$ cat src/design/tce_pkg.sv
package tce_pkg;

   localparam int NUM_REGS   = 8;
   localparam int REG_IDX_W  = $clog2(NUM_REGS);
   localparam int DATA_W     = 8;
   localparam int WORD_W     = 20;
   localparam int WAIT_W     = 4;
   localparam int TICK_W     = 32;
   localparam int CSR_IDX_W  = 2;

   localparam int OP_SHIFT   = 17;
   localparam int D_SHIFT    = 14;
   localparam int S_SHIFT    = 11;
   localparam int T_SHIFT    = 8;

   localparam int REQ_DATA_W = 32;
   localparam int RSP_DATA_W = 72;

   localparam logic [WAIT_W-1:0] HIT_WAIT     = WAIT_W'(1);
   localparam logic [WAIT_W-1:0] MISS_WAIT_RV = WAIT_W'(5);
   localparam logic [WAIT_W-1:0] MUL_WAIT_RV  = WAIT_W'(2);
   localparam logic [WAIT_W-1:0] BR_WAIT_RV   = WAIT_W'(2);

   typedef enum logic [2:0] {
      OP_ADD    = 3'd0,
      OP_ADDI   = 3'd1,
      OP_MUL    = 3'd2,
      OP_INV    = 3'd3,
      OP_BRANCH = 3'd4,
      OP_LOAD   = 3'd5,
      OP_STORE  = 3'd6,
      OP_HALT   = 3'd7
   } opcode_type;

   typedef enum logic [2:0] {
      BR_EQ = 3'd0,
      BR_NE = 3'd1,
      BR_LT = 3'd2
   } branch_type;

   typedef enum logic [CSR_IDX_W-1:0] {
      CSR_MISS_WAIT   = 2'd0,
      CSR_MUL_WAIT    = 2'd1,
      CSR_BRANCH_WAIT = 2'd2
   } csr_index_type;

   typedef struct packed {
      logic [WAIT_W-1:0] miss_wait;
      logic [WAIT_W-1:0] mul_wait;
      logic [WAIT_W-1:0] branch_wait;
   } cfg_type;

   typedef struct packed {
      logic [DATA_W-1:0] pc;
      logic [WAIT_W-1:0] wait_count;
      logic              halt;
   } cpu_state_type;

   typedef struct packed {
      logic                 executed;
      logic                 mem_read;
      logic                 mem_write;
      logic [DATA_W-1:0]    mem_addr;
      logic [DATA_W-1:0]    mem_wdata;
      logic                 reg_write;
      logic [REG_IDX_W-1:0] reg_index;
      logic [DATA_W-1:0]    reg_value;
   } exec_result_type;

   // a zero setting is treated as HIT_WAIT
   function automatic logic [WAIT_W-1:0] wait_of(input logic [WAIT_W-1:0] v);
      return (v == '0) ? HIT_WAIT : v;
   endfunction

endpackage

$ cat src/design/tce_ram.sv
module tce_ram #(
   parameter int WIDTH = 8,
   parameter int DEPTH = 8
) (
   input  logic                     clock,
   input  logic                     wr_en,
   input  logic [$clog2(DEPTH)-1:0] wr_addr,
   input  logic [WIDTH-1:0]         wr_data,
   input  logic                     rd_en,
   input  logic [$clog2(DEPTH)-1:0] rd_addr_a,
   input  logic [$clog2(DEPTH)-1:0] rd_addr_b,
   output logic [WIDTH-1:0]         rd_data_a,
   output logic [WIDTH-1:0]         rd_data_b
);

   logic [WIDTH-1:0] mem [DEPTH];

   always_ff @(posedge clock) begin
      if (wr_en) begin
         mem[wr_addr] <= wr_data;
      end
      if (rd_en) begin
         rd_data_a <= mem[rd_addr_a];
         rd_data_b <= mem[rd_addr_b];
      end
   end

endmodule

$ cat src/design/tce_exec.sv
module tce_exec
   import tce_pkg::*;
(
   input  logic [WORD_W-1:0] word,
   input  logic [DATA_W-1:0] load_data,
   input  logic              cache_hit,
   input  logic [DATA_W-1:0] vs,
   input  logic [DATA_W-1:0] vt,
   input  cfg_type           cfg,
   input  cpu_state_type     state,
   output cpu_state_type     state_next,
   output exec_result_type   result
);

   opcode_type           op;
   logic [2:0]           sub;
   logic [REG_IDX_W-1:0] d_idx;
   logic [DATA_W-1:0]    imm;
   logic [DATA_W-1:0]    pc_inc;
   logic                 taken;
   logic                 br_valid;

   assign op     = opcode_type'(word[OP_SHIFT +: 3]);
   assign sub    = word[D_SHIFT +: 3];
   assign d_idx  = word[D_SHIFT +: REG_IDX_W];
   assign imm    = word[DATA_W-1:0];
   assign pc_inc = state.pc + DATA_W'(1);

   always_comb begin
      taken    = 1'b0;
      br_valid = 1'b1;
      case (sub)
         BR_EQ:   taken = (vs == vt);
         BR_NE:   taken = (vs != vt);
         BR_LT:   taken = (vs < vt);
         default: br_valid = 1'b0;
      endcase
   end

   always_comb begin
      state_next = state;
      result     = '0;
      if (!state.halt) begin
         if (state.wait_count == HIT_WAIT) begin
            result.executed = 1'b1;
            if (word != '0) begin
               state_next.pc = pc_inc;
               unique case (op)
                  OP_ADD: begin
                     result.reg_write = 1'b1;
                     result.reg_value = vs + vt;
                  end
                  OP_ADDI: begin
                     result.reg_write = 1'b1;
                     result.reg_value = vs + imm;
                  end
                  OP_MUL: begin
                     result.reg_write      = 1'b1;
                     result.reg_value      = DATA_W'(vs[3:0] * vs[7:4]);
                     state_next.wait_count = wait_of(cfg.mul_wait);
                  end
                  OP_INV: begin
                     result.reg_write = 1'b1;
                     result.reg_value = ~vs;
                  end
                  OP_BRANCH: begin
                     if (!br_valid) begin
                        state_next.pc = state.pc;
                     end else if (taken) begin
                        state_next.pc         = imm;
                        state_next.wait_count = wait_of(cfg.branch_wait);
                     end
                  end
                  OP_LOAD: begin
                     result.mem_read       = 1'b1;
                     result.mem_addr       = vt;
                     result.reg_write      = 1'b1;
                     result.reg_value      = load_data;
                     state_next.wait_count = cache_hit ? HIT_WAIT : wait_of(cfg.miss_wait);
                  end
                  OP_STORE: begin
                     result.mem_write      = 1'b1;
                     result.mem_addr       = vt;
                     result.mem_wdata      = vs;
                     state_next.wait_count = cache_hit ? HIT_WAIT : wait_of(cfg.miss_wait);
                  end
                  OP_HALT: state_next.halt = 1'b1;
                  default: state_next = state;
               endcase
               if (result.reg_write) begin
                  result.reg_index = d_idx;
               end
            end
         end else begin
            state_next.wait_count = state.wait_count - WAIT_W'(1);
         end
      end
   end

endmodule

$ cat src/design/tiny_cpu_execute_step_top.sv
// One CPU tick per request transfer, one response per tick. Ticks are taken
// back to back: a request is accepted every clock while responses drain, and
// each tick passes through the execute stage (register read data, decode and
// ALU) before landing in the response register. Register reads are issued
// from the incoming word on acceptance, with write-through forwarding from
// the tick in flight, so dependent instructions do not stall. Wait counts and
// halt follow the emulated CPU and never throttle the stream. The eight
// registers read as zero until first written; no clearing pass is needed.
module tiny_cpu_execute_step_top
   import tce_pkg::*;
(
   input  logic                  clock,
   input  logic                  reset,
   input  logic                  req_tvalid,
   output logic                  req_tready,
   // instr_word[19:0], load_data[27:20], cache_hit[28], zero pad
   input  logic [REQ_DATA_W-1:0] req_tdata,
   output logic                  rsp_tvalid,
   input  logic                  rsp_tready,
   // executed[0], pc_value[8:1], mem_read[9], mem_write[10], mem_addr[18:11],
   // mem_wdata[26:19], reg_write[27], reg_index[30:28], reg_value[38:31],
   // halted[39], tick_count[71:40]
   output logic [RSP_DATA_W-1:0] rsp_tdata,
   input  logic                  csr_we,
   input  logic [CSR_IDX_W-1:0]  csr_index,
   input  logic [WAIT_W-1:0]     csr_wdata
);

   cfg_type              cfg_ff;
   cpu_state_type        state_ff;
   cpu_state_type        state_in;
   logic [TICK_W-1:0]    ticks_ff;
   logic [TICK_W-1:0]    ticks_in;
   logic [NUM_REGS-1:0]  reg_valid_ff;

   logic                 stage_valid_ff;
   logic [WORD_W-1:0]    stage_word_ff;
   logic [DATA_W-1:0]    stage_ldata_ff;
   logic                 stage_hit_ff;
   logic                 fwd_s_ff;
   logic                 fwd_t_ff;
   logic                 vld_s_ff;
   logic                 vld_t_ff;
   logic [DATA_W-1:0]    fwd_val_ff;

   logic                 out_valid_ff;
   logic [RSP_DATA_W-1:0] out_data_ff;

   logic                 req_fire;
   logic                 stage_fire;
   logic                 wr_en;
   logic [REG_IDX_W-1:0] req_s;
   logic [REG_IDX_W-1:0] req_t;
   logic [DATA_W-1:0]    ram_s;
   logic [DATA_W-1:0]    ram_t;
   logic [DATA_W-1:0]    vs;
   logic [DATA_W-1:0]    vt;
   exec_result_type      res;

   assign stage_fire = stage_valid_ff && (!out_valid_ff || rsp_tready);
   assign req_tready = !stage_valid_ff || stage_fire;
   assign req_fire   = req_tvalid && req_tready;
   assign req_s      = req_tdata[S_SHIFT +: REG_IDX_W];
   assign req_t      = req_tdata[T_SHIFT +: REG_IDX_W];
   assign wr_en      = stage_fire && res.reg_write;
   assign ticks_in   = ticks_ff + TICK_W'(1);

   tce_ram #(
      .WIDTH (DATA_W),
      .DEPTH (NUM_REGS)
   ) u_regs (
      .clock     (clock),
      .wr_en     (wr_en),
      .wr_addr   (res.reg_index),
      .wr_data   (res.reg_value),
      .rd_en     (req_fire),
      .rd_addr_a (req_s),
      .rd_addr_b (req_t),
      .rd_data_a (ram_s),
      .rd_data_b (ram_t)
   );

   assign vs = fwd_s_ff ? fwd_val_ff : (vld_s_ff ? ram_s : '0);
   assign vt = fwd_t_ff ? fwd_val_ff : (vld_t_ff ? ram_t : '0);

   tce_exec u_exec (
      .word       (stage_word_ff),
      .load_data  (stage_ldata_ff),
      .cache_hit  (stage_hit_ff),
      .vs         (vs),
      .vt         (vt),
      .cfg        (cfg_ff),
      .state      (state_ff),
      .state_next (state_in),
      .result     (res)
   );

   always_ff @(posedge clock) begin
      if (reset) begin
         cfg_ff.miss_wait   <= MISS_WAIT_RV;
         cfg_ff.mul_wait    <= MUL_WAIT_RV;
         cfg_ff.branch_wait <= BR_WAIT_RV;
      end else if (csr_we) begin
         unique case (csr_index)
            CSR_MISS_WAIT:   cfg_ff.miss_wait   <= csr_wdata;
            CSR_MUL_WAIT:    cfg_ff.mul_wait    <= csr_wdata;
            CSR_BRANCH_WAIT: cfg_ff.branch_wait <= csr_wdata;
            default:         cfg_ff             <= cfg_ff;
         endcase
      end
   end

   always_ff @(posedge clock) begin
      if (reset) begin
         state_ff.pc         <= '0;
         state_ff.wait_count <= HIT_WAIT;
         state_ff.halt       <= 1'b0;
         ticks_ff            <= '0;
         reg_valid_ff        <= '0;
      end else if (stage_fire) begin
         state_ff <= state_in;
         ticks_ff <= ticks_in;
         if (res.reg_write) begin
            reg_valid_ff[res.reg_index] <= 1'b1;
         end
      end
   end

   always_ff @(posedge clock) begin
      if (reset) begin
         stage_valid_ff <= 1'b0;
      end else if (req_tready) begin
         stage_valid_ff <= req_tvalid;
      end
   end

   always_ff @(posedge clock) begin
      if (req_fire) begin
         stage_word_ff  <= req_tdata[WORD_W-1:0];
         stage_ldata_ff <= req_tdata[WORD_W +: DATA_W];
         stage_hit_ff   <= req_tdata[WORD_W + DATA_W];
         fwd_s_ff       <= wr_en && (res.reg_index == req_s);
         fwd_t_ff       <= wr_en && (res.reg_index == req_t);
         vld_s_ff       <= reg_valid_ff[req_s];
         vld_t_ff       <= reg_valid_ff[req_t];
         fwd_val_ff     <= res.reg_value;
      end
   end

   always_ff @(posedge clock) begin
      if (reset) begin
         out_valid_ff <= 1'b0;
      end else if (stage_fire) begin
         out_valid_ff <= 1'b1;
      end else if (rsp_tready) begin
         out_valid_ff <= 1'b0;
      end
   end

   always_ff @(posedge clock) begin
      if (stage_fire) begin
         out_data_ff <= {ticks_in, state_in.halt, res.reg_value, res.reg_index,
                         res.reg_write, res.mem_wdata, res.mem_addr, res.mem_write,
                         res.mem_read, state_in.pc, res.executed};
      end
   end

   assign rsp_tvalid = out_valid_ff;
   assign rsp_tdata  = out_data_ff;

   a_halt_sticks: assert property (@(posedge clock) disable iff (reset)
      state_ff.halt |=> state_ff.halt)
      else $error("halt flag cleared");

   a_wait_nonzero: assert property (@(posedge clock) disable iff (reset)
      state_ff.wait_count != '0)
      else $error("wait count reached zero");

   a_idle_pc_holds: assert property (@(posedge clock) disable iff (reset)
      stage_fire && !res.executed |=> state_ff.pc == $past(state_ff.pc))
      else $error("pc moved without a fetch");

   a_fire_fills_out: assert property (@(posedge clock) disable iff (reset)
      stage_fire |=> out_valid_ff)
      else $error("tick lost on its way to the response register");

endmodule
$ cat config.mk
export PLATFORM = sky130hd
export DESIGN_NAME = tiny_cpu_execute_step_top
export DESIGN_NICKNAME = d
export VERILOG_FILES = /design/src/design/tce_pkg.sv /design/src/design/tce_ram.sv /design/src/design/tce_exec.sv /design/src/design/tiny_cpu_execute_step_top.sv
export SDC_FILE = /design/constraint.sdc
export NUM_CORES = 1
export LEC_CHECK = 0
export BUFFER_PORTS_ARGS = -buffer_cell sky130_fd_sc_hd__buf_2
export CAP_MARGIN = 20
export CORE_MARGIN = 5
export CORE_UTILIZATION = 40
export DETAILED_ROUTE_END_ITERATION = 8
export GPL_TIMING_DRIVEN = 0
export PLACE_DENSITY = 0.63
export SYNTH_ARGS = -nofsm -noshare
export SYNTH_HDL_FRONTEND = slang
export SYNTH_SLANG_ARGS = --single-unit
$ cat constraint.sdc
create_clock -name clock -period 3.8 [get_ports clock]
set_clock_uncertainty 0.2 [all_clocks]
set_input_delay 0.19 -clock clock [delete_from_list [all_inputs] [get_ports clock]]
set_output_delay 0.19 -clock clock [all_outputs]
set_load 0.03 [all_outputs]
==> reports/results.ini, run 1 <==
[place]
place_area_um2 = 13600
pre_cts_ws_ns = -0.943
io_buffers = 113
dp_hpwl_um = 22300
place.gp.congestion = 0.908

[sta]
setup_viol = 50
fin_ws_ns = -0.300
timing.final.crit_share_pct = 108
hold_violations = 0
tightest_slew_ns = 1.07
rsz0062_at_grt = yes
min_period_ns = 4.10
timing.fmax_ghz = 0.244
max_slew_margin_pct = 28.7
setup_tns_ns = -7.42
slew_viol_final = 0
fin_hold_ws_ns = 0.144

[setup_path]
worstReg2RegStart = stage_word_ff[19]
rr_endpoint = u_regs.mem[1][7]
cp_max_fo = 10
reg2reg_depth = 14
crit_start = stage_word_ff[19]
crit_end = u_regs.mem[1][7]
worstPathRequired_ns = 4.00
path_class = register to register
cp-end-kind = register
startpoint_type = register
reg2reg_setup_slack_ns = -0.30
arrival_ns = 4.30

[finish]
post-route-util_pct = 50.9
final_area_um2 = 15600
syn2layout_area_growth_pct = 25.6
final_nets = 1319
n_antenna_cell = 0
drive_gt1_share_pct = 26.5

[logic_synthesis]
synth_common_cells = 193 x edfxtp_1, 125 x nor2_1, 71 x nand2_1
synthesis.area_um2 = 12400
yosys.cell_count.top_type = edfxtp_1
yosys.area_share.adder_pct = 3.72
yosysUniqueCellTypes = 64
syn_area_per_cell_um2 = 12.2
synth_top_area_cell = edfxtp_1
synth_top_flop_cell = edfxtp_1
synth_top_family_by_area = simple AND/OR/NAND/NOR gates
ys_seq_area_share_pct = 57.4
synth_compound_area_share_pct = 8.95
synth-seq-cells = 260
synth_edf_count = 193
synthXorXnorAreaFrac_pct = 5.14
yosys.area_share.simple_pct = 12.7
synthCells = 1015
synth-warning-count = 0
yosys-top-cells-area = edfxtp_1 47%, dfxtp_1 11%, mux4_2 6.5%
synth_nets = 1092
synth_top_area_share_pct = 46.6
async_flop_share_pct = 0
synthMuxAreaShare_pct = 9.46

[clock_network]
clk_latency_ns = 0.55
cts_made_buffers = 29
cts_tree = yes
htree_levels = 1
clockBufferDepth = 3
clkTransAtPathRegs_ns = 0.06
cts.sinks = 260
cts_root_buf = clkbuf_16

[detailed_routing]
route.detailed.drc = 0
detail_route.wl_per_cell_um = 19.4
via_per_inst = 5.46
ant_nets = 0
wl_um = 32300
drtIter0Drc = 820
drt_pass1_iterations = 5
vias = 9066

[run_status]
status = finished, violations left
violations = setup timing

[floorplanning]
rows = 64
initial_core_util_pct = 40.5
core_um2 = 30700
die_h_um = 186
io_pins = 117
dieWidth_um = 186
die_area_um2 = 34700

[global_routing]
grt.overflow.total = 0
antenna_found_initial = 0
grt_pass1_vias = 8789
grt_pass1_wl_um = 48400
grt_max_degree = 59
track_usage_pct = 17.9

[job]
cap_violations = 0

[power_and_ir_drop]
power_density_nw_per_um2 = 455
peakVddDrop_v = 0.000315
p_leak_nw = 5.83

[hold_path]
min_path_type = input port to register

-- report_power, final --
group	total, mW	leakage, nW	switching (mW)	internal (mW)
Combinational	0.886	2.97	0.557	0.329
Sequential	3.24	2.36	0.0606	3.18
Clock	2.97	0.504	1.16	1.81
-- per-stage QoR --
stage	std cells	power [mW]
after floorplan	1015	3.79
after global placement	1524	4.04
after detailed placement	1527	4.05
after CTS	1646	7.11
after global routing	1661	7.37
final	1661	7.10
-- final cells by class --
type                    count  area, um2
fillers                  2671      15100
flip-flops and latches    260       7140
multi-input cells         674       5210
repair buffers            198       1400
clock buffers              32        767
well taps                 396        495
clock inverters            22        272
plain buffers              45        199
inverters                  34        128
-- sequential cells by signal, summed over array words and instances (netlist names) --
register,count
stage_ldata_ff,8
vld_s_ff,1
rsp_tdata,72
fwd_s_ff,1
ticks_ff,32
reg_valid_ff,8
stage_word_ff,20
u_regs.rd_data_a,8
cfg_ff,12
u_regs.mem,64
fwd_val_ff,8
state_ff,13
fwd_t_ff,1
rsp_tvalid,1
stage_hit_ff,1
u_regs.rd_data_b,8
stage_valid_ff,1
vld_t_ff,1
-- layer usage --
metal	vias up	routed length, um	global-route usage, %
li1	4250	-	-
met1	4424	13800	24.8
met2	342	15300	29.0
met3	50	2530	3.21
met4	0	652	5.07
met5	-	0	0
-- cells by family (layout without fill, tap and decap cells) --
kind of cell               after synthesis  count (layout)
buffers and inverters                   82             331
and+or+nand+nor                        333             334
muxes                                   70              70
xor gates and xnor gates                73              73
DFF                                    260             260
AOI/OAI and AO/OA                      163             163
adders and majority gates               34              34
-- placed cells by master (no fill, tap or decap), types with 6 or more instances in the layout --
cell type      netlist  final
edfxtp_1           193    193
nor2_1             125    123
buf_2               10    121
nand2_1             71     70
dfxtp_1             67     67
dlygate4sd3_1        0     46
a21oi_1             50     39
xor2_1              39     39
mux4_2              36     36
buf_4                1     34
xnor2_1             34     33
clkbuf_16            0     30
inv_1               34     28
ha_1                29     28
nand3_1             25     25
clkbuf_1            28     24
nor3_1              29     24
o21ai_0             23     22
mux2_2              20     20
mux2i_1             14     14
a22oi_1             21     13
nor4_1              14     11
and3_1              10     10
nand2b_1             9      9
or3_1                9      9
buf_1                9      8
a31oi_1              8      8
a22oi_2              0      8
a21oi_2              0      8
a21o_1               7      7
a22o_1               7      7
nand4_1              6      6
inv_2                0      6
o21a_1               6      6
clkinv_2             0      6
-- worst max-delay path, cell delays in order (launching register included) --
cell and delay, ns:
edfxtp_1 0.52, or3b_2 0.52, clkbuf_1 0.17, clkbuf_2 0.21, nor2_1 0.17, a21oi_2 0.08
ha_1 0.30, a21o_1 0.15, a21oi_1 0.22, o21bai_1 0.09, a21oi_1 0.23, o21ai_0 0.22
or4b_1 0.53, o211ai_1 0.11, buf_4 0.22
-- timing repair --
action                                  CTS  global route
setup buffers                            20            15
endpoints found under the setup margin   80            89
hold buffers                             46             0
gates cloned                              1             1
hold endpoints to repair                 45             0
pin swaps                                14            18
gates resized for setup                  21            27
-- how the worst min path moves through the flow --
stage                       start           endpoint  cells after the start
finish              req_tdata[18]  stage_word_ff[18]                      2
global route        req_tdata[18]  stage_word_ff[18]                      2
CTS                 req_tdata[20]  stage_ldata_ff[0]                      2
detailed placement  req_tdata[17]  stage_word_ff[17]                      1
global placement    req_tdata[18]  stage_word_ff[18]                      1
floorplan           req_tdata[28]       stage_hit_ff                      0
(Power assumes the default switching activity.)
==> run 2, diff against run 1 <==
--- a/config.mk
+++ b/config.mk
@@ -14,4 +14,5 @@
 export PLACE_DENSITY = 0.63
 export SYNTH_ARGS = -nofsm -noshare
 export SYNTH_HDL_FRONTEND = slang
+export SYNTH_HIERARCHICAL = 1
 export SYNTH_SLANG_ARGS = --single-unit
==> run 2 against run 1 <==
The run still ends with setup timing left. Setup slack improved by 0.13 ns. Fmax increased by 3.2%. Final cell count increased by 4.7%. Die area increased by 4.9%. Clock power decreased by 9.1%. Critical path depth increased by 3. Global-route usage increased by 0.82 points. Synthesized area increased by 5.1%. Non-clock buffer count decreased by 25. Worst hold slack got worse by 0.020 ns. Largest cell class unchanged. Largest power group unchanged.
==> reports/results.ini, run 2 <==
[run_status]
status = finished, violations left
violations = setup timing

[sta]
hold_violations = 0  ; unchanged
fin_hold_ws_ns = 0.124  ; -0.0202 ns
setup_viol = 40  ; -20%
tightest_slew_ns = 0.909  ; -0.156 ns
timing.final.crit_share_pct = 105  ; -3.3 points
min_period_ns = 3.97  ; -0.127 ns
timing.fmax_ghz = 0.252  ; +3.2%
rsz0062_at_grt = yes
slew_viol_final = 0  ; unchanged
fin_ws_ns = -0.173  ; +0.127 ns
max_slew_margin_pct = 39.3  ; +11 points

[setup_path]
crit_path_cell_trace = buf_8 > nor2b_4 > buf_12 > a22o_4 > nand2_4 > fa_1 > inv_1 > fa_1 > inv_1 > fa_2 > inv_2 > a21o_1 > a21oi_2 > xnor2_2 > a221oi_4 > buf_6 > nor2_4
critPathSlowestCell = fa_1
cp-end-kind = register
critical-path-max-stage-delay_ns = 0.55  ; +0.02 ns
startpoint_type = register
worstPathRequired_ns = 3.88  ; -0.12 ns
path_buf_inv = 6  ; +3
cp_max_fo = 5  ; -5
crit_family = adder cells
path_class = register to register
arrival_ns = 4.05  ; -0.25 ns

[clock_network]
htree_levels = 1  ; unchanged
cts.sinks = 260  ; unchanged
clk_latency_ns = 0.56  ; about the same
cts_tree = yes
clkTransAtPathRegs_ns = 0.06  ; about the same
clockBufferDepth = 3  ; unchanged
cts_root_buf = clkbuf_16
cts_made_buffers = 30  ; +3.4%

[place]
place_area_um2 = 14300  ; +4.9%
place.gp.congestion = 0.884  ; -2.7%
io_buffers = 113  ; unchanged
pre_cts_ws_ns = -0.823  ; +0.120 ns
dp_hpwl_um = 24300  ; +8.8%

[detailed_routing]
vias = 9438  ; +4.1%
drt_pass1_iterations = 5  ; unchanged
via_per_inst = 5.43  ; -0.57%
route.detailed.drc = 0  ; unchanged
ant_nets = 0  ; unchanged
drtIter0Drc = 631  ; -23%
detail_route.wl_per_cell_um = 19.8  ; +1.7%
wl_um = 34400  ; +6.5%

[global_routing]
grt_pass1_wl_um = 53600  ; +11%
track_usage_pct = 18.7  ; +0.82 points
grt_max_degree = 48  ; -19%
grt_pass1_vias = 9524  ; +8.4%
grt.overflow.total = 0  ; unchanged
antenna_found_initial = 2  ; +2

[logic_synthesis]
synth_top_area_share_pct = 44.4  ; -2.3 points
synth_edf_count = 193  ; unchanged
syn_area_per_cell_um2 = 12.2  ; about the same
synthesis.area_um2 = 13100  ; +5.1%
ys_seq_area_share_pct = 54.6  ; -2.8 points
yosys-top-cells-area = edfxtp_1 44%, dfxtp_1 10%, mux4_1 5.8%
synth_top_flop_cell = edfxtp_1
synth_nets = 1146  ; +4.9%
synth_common_cells = 193 x edfxtp_1, 101 x nand2_1, 79 x nor2_1
yosys.cell_count.top_type = edfxtp_1
synth-warning-count = 6  ; +6
synth-seq-cells = 260  ; unchanged
synth_top_area_cell = edfxtp_1
yosysUniqueCellTypes = 83  ; +30%
synthCells = 1067  ; +5.1%
async_flop_share_pct = 0  ; unchanged

[power_and_ir_drop]
finalPower_mw = 6.84  ; -3.7%
peakVddDrop_v = 0.000359  ; +14%
power_density_nw_per_um2 = 428  ; -6.0%
p_leak_nw = 5.99  ; +2.7%

[finish]
final_cell_mix = 193 x edfxtp_1, 125 x buf_2, 99 x nand2_1
mostFrequentLayoutCell = edfxtp_1
final_area_um2 = 16000  ; +2.4%
final_nets = 1351  ; +2.4%
syn2layout_area_growth_pct = 22.3
drive_gt1_share_pct = 22.3  ; -4.2 points
largest_reg_flops = 72  ; unchanged

[floorplanning]
core_um2 = 32400  ; +5.5%
initial_core_util_pct = 40.4  ; -0.16 points
die_h_um = 191  ; +2.4%
dieWidth_um = 191  ; +2.4%
die_area_um2 = 36400  ; +4.9%
rows = 66  ; +3.1%
io_pins = 117  ; unchanged

[hold_path]
min_path_type = input port to register

[job]
cap_violations = 0  ; unchanged

-- run 2: changes by cell type in the layout (fill, tap and decap cells not counted), moves of 12 or more --
cell,delta
nand2_1,+29
nor2_1,-54
and2_1,+23
mux4_2,-29
buf_4,-24
nor2b_1,+16
mux4_1,+29
o31ai_1,+13
a22oi_1,-12
xnor2_1,-12
-- run 2: what timing repair did --
item	CTS	global route
setup buffers	9	2
endpoints found under the setup margin	50	141
hold endpoints to repair	47	0
cloned	2	1
hold buffers	43	0
pin swaps	16	4
resized for setup	39	12
-- run 2: where the power goes --
part | total [mW] | switching, mW | internal, mW
Clock | 2.70 | 1.10 | 1.60
Sequential | 3.25 | 0.0623 | 3.19
Combinational | 0.889 | 0.559 | 0.330
-- run 2: worst register-to-register path, cell delays in order, from the launching register on --
cell,delay (ns)
edfxtp_1,0.40
buf_8,0.16
nor2b_4,0.18
buf_12,0.14
a22o_4,0.15
nand2_4,0.06
fa_1,0.55
inv_1,0.05
fa_1,0.50
inv_1,0.06
fa_2,0.39
inv_2,0.06
a21o_1,0.12
a21oi_2,0.07
xnor2_2,0.14
a221oi_4,0.24
buf_6,0.17
nor2_4,0.07
-- run 2: logic make-up after synthesis --
group / count (synthesis) / share of synthesized area (%)
compound gates: 172 / 8.79
xor+xnor: 51 / 3.42
fa+ha+maj: 38 / 3.89
buf+inv: 77 / 2.84
flops: 260 / 54.6
mux: 80 / 10.7
simple gates: 389 / 15.8
-- run 2: worst paths after layout --
path | start | end | slack (ns) | cells past startpoint
worst max-delay path | fwd_s_ff | u_regs/mem[5][6] | -0.17 | 17
worst min-delay path | rsp_tready | rsp_tvalid | 0.12 | 4
worst max register to register | fwd_s_ff | u_regs/mem[5][6] | -0.17 | 17
worst min register to register | reg_valid_ff[6] | reg_valid_ff[6] | 0.29 | 2
-- run 2: routing by layer --
metal	share of wire [%]	track usage, %	wire length, um	vias up
met2	46	30.3	15900	272
met4	2.2	5.08	763	0
met3	6.0	3.33	2080	50
li1	-	-	-	4474
met1	45	26.0	15600	4642
met5	0	0	0	-
-- run 2: metrics by stage --
| stage | cells | setup TNS (ns) | utilization, % |
|---|---|---|---|
| 5_1_grt | 1739 | -11.78 | 49.4 |
| 4_1_cts | 1735 | -4.46 | 49.2 |
| 3_3_place_gp | 1622 | -31.28 | 43.9 |
| 3_5_place_dp | 1626 | -34.23 | 44.1 |
| 6_report | 1739 | -5.58 | 49.4 |
| 2_1_floorplan | 1067 | 0 | - |
-- run 2: final cells by class --
cell class | instances | area [um2]
plain buffers | 47 | 274
multi-input cells | 733 | 5800
well taps | 442 | 553
flip-flops and latches | 260 | 7140
clock inverters | 11 | 97.6
diodes | 2 | 5.00
inverters | 29 | 109
repair buffers | 171 | 1160
fillers | 2889 | 16400
clock buffers | 44 | 843
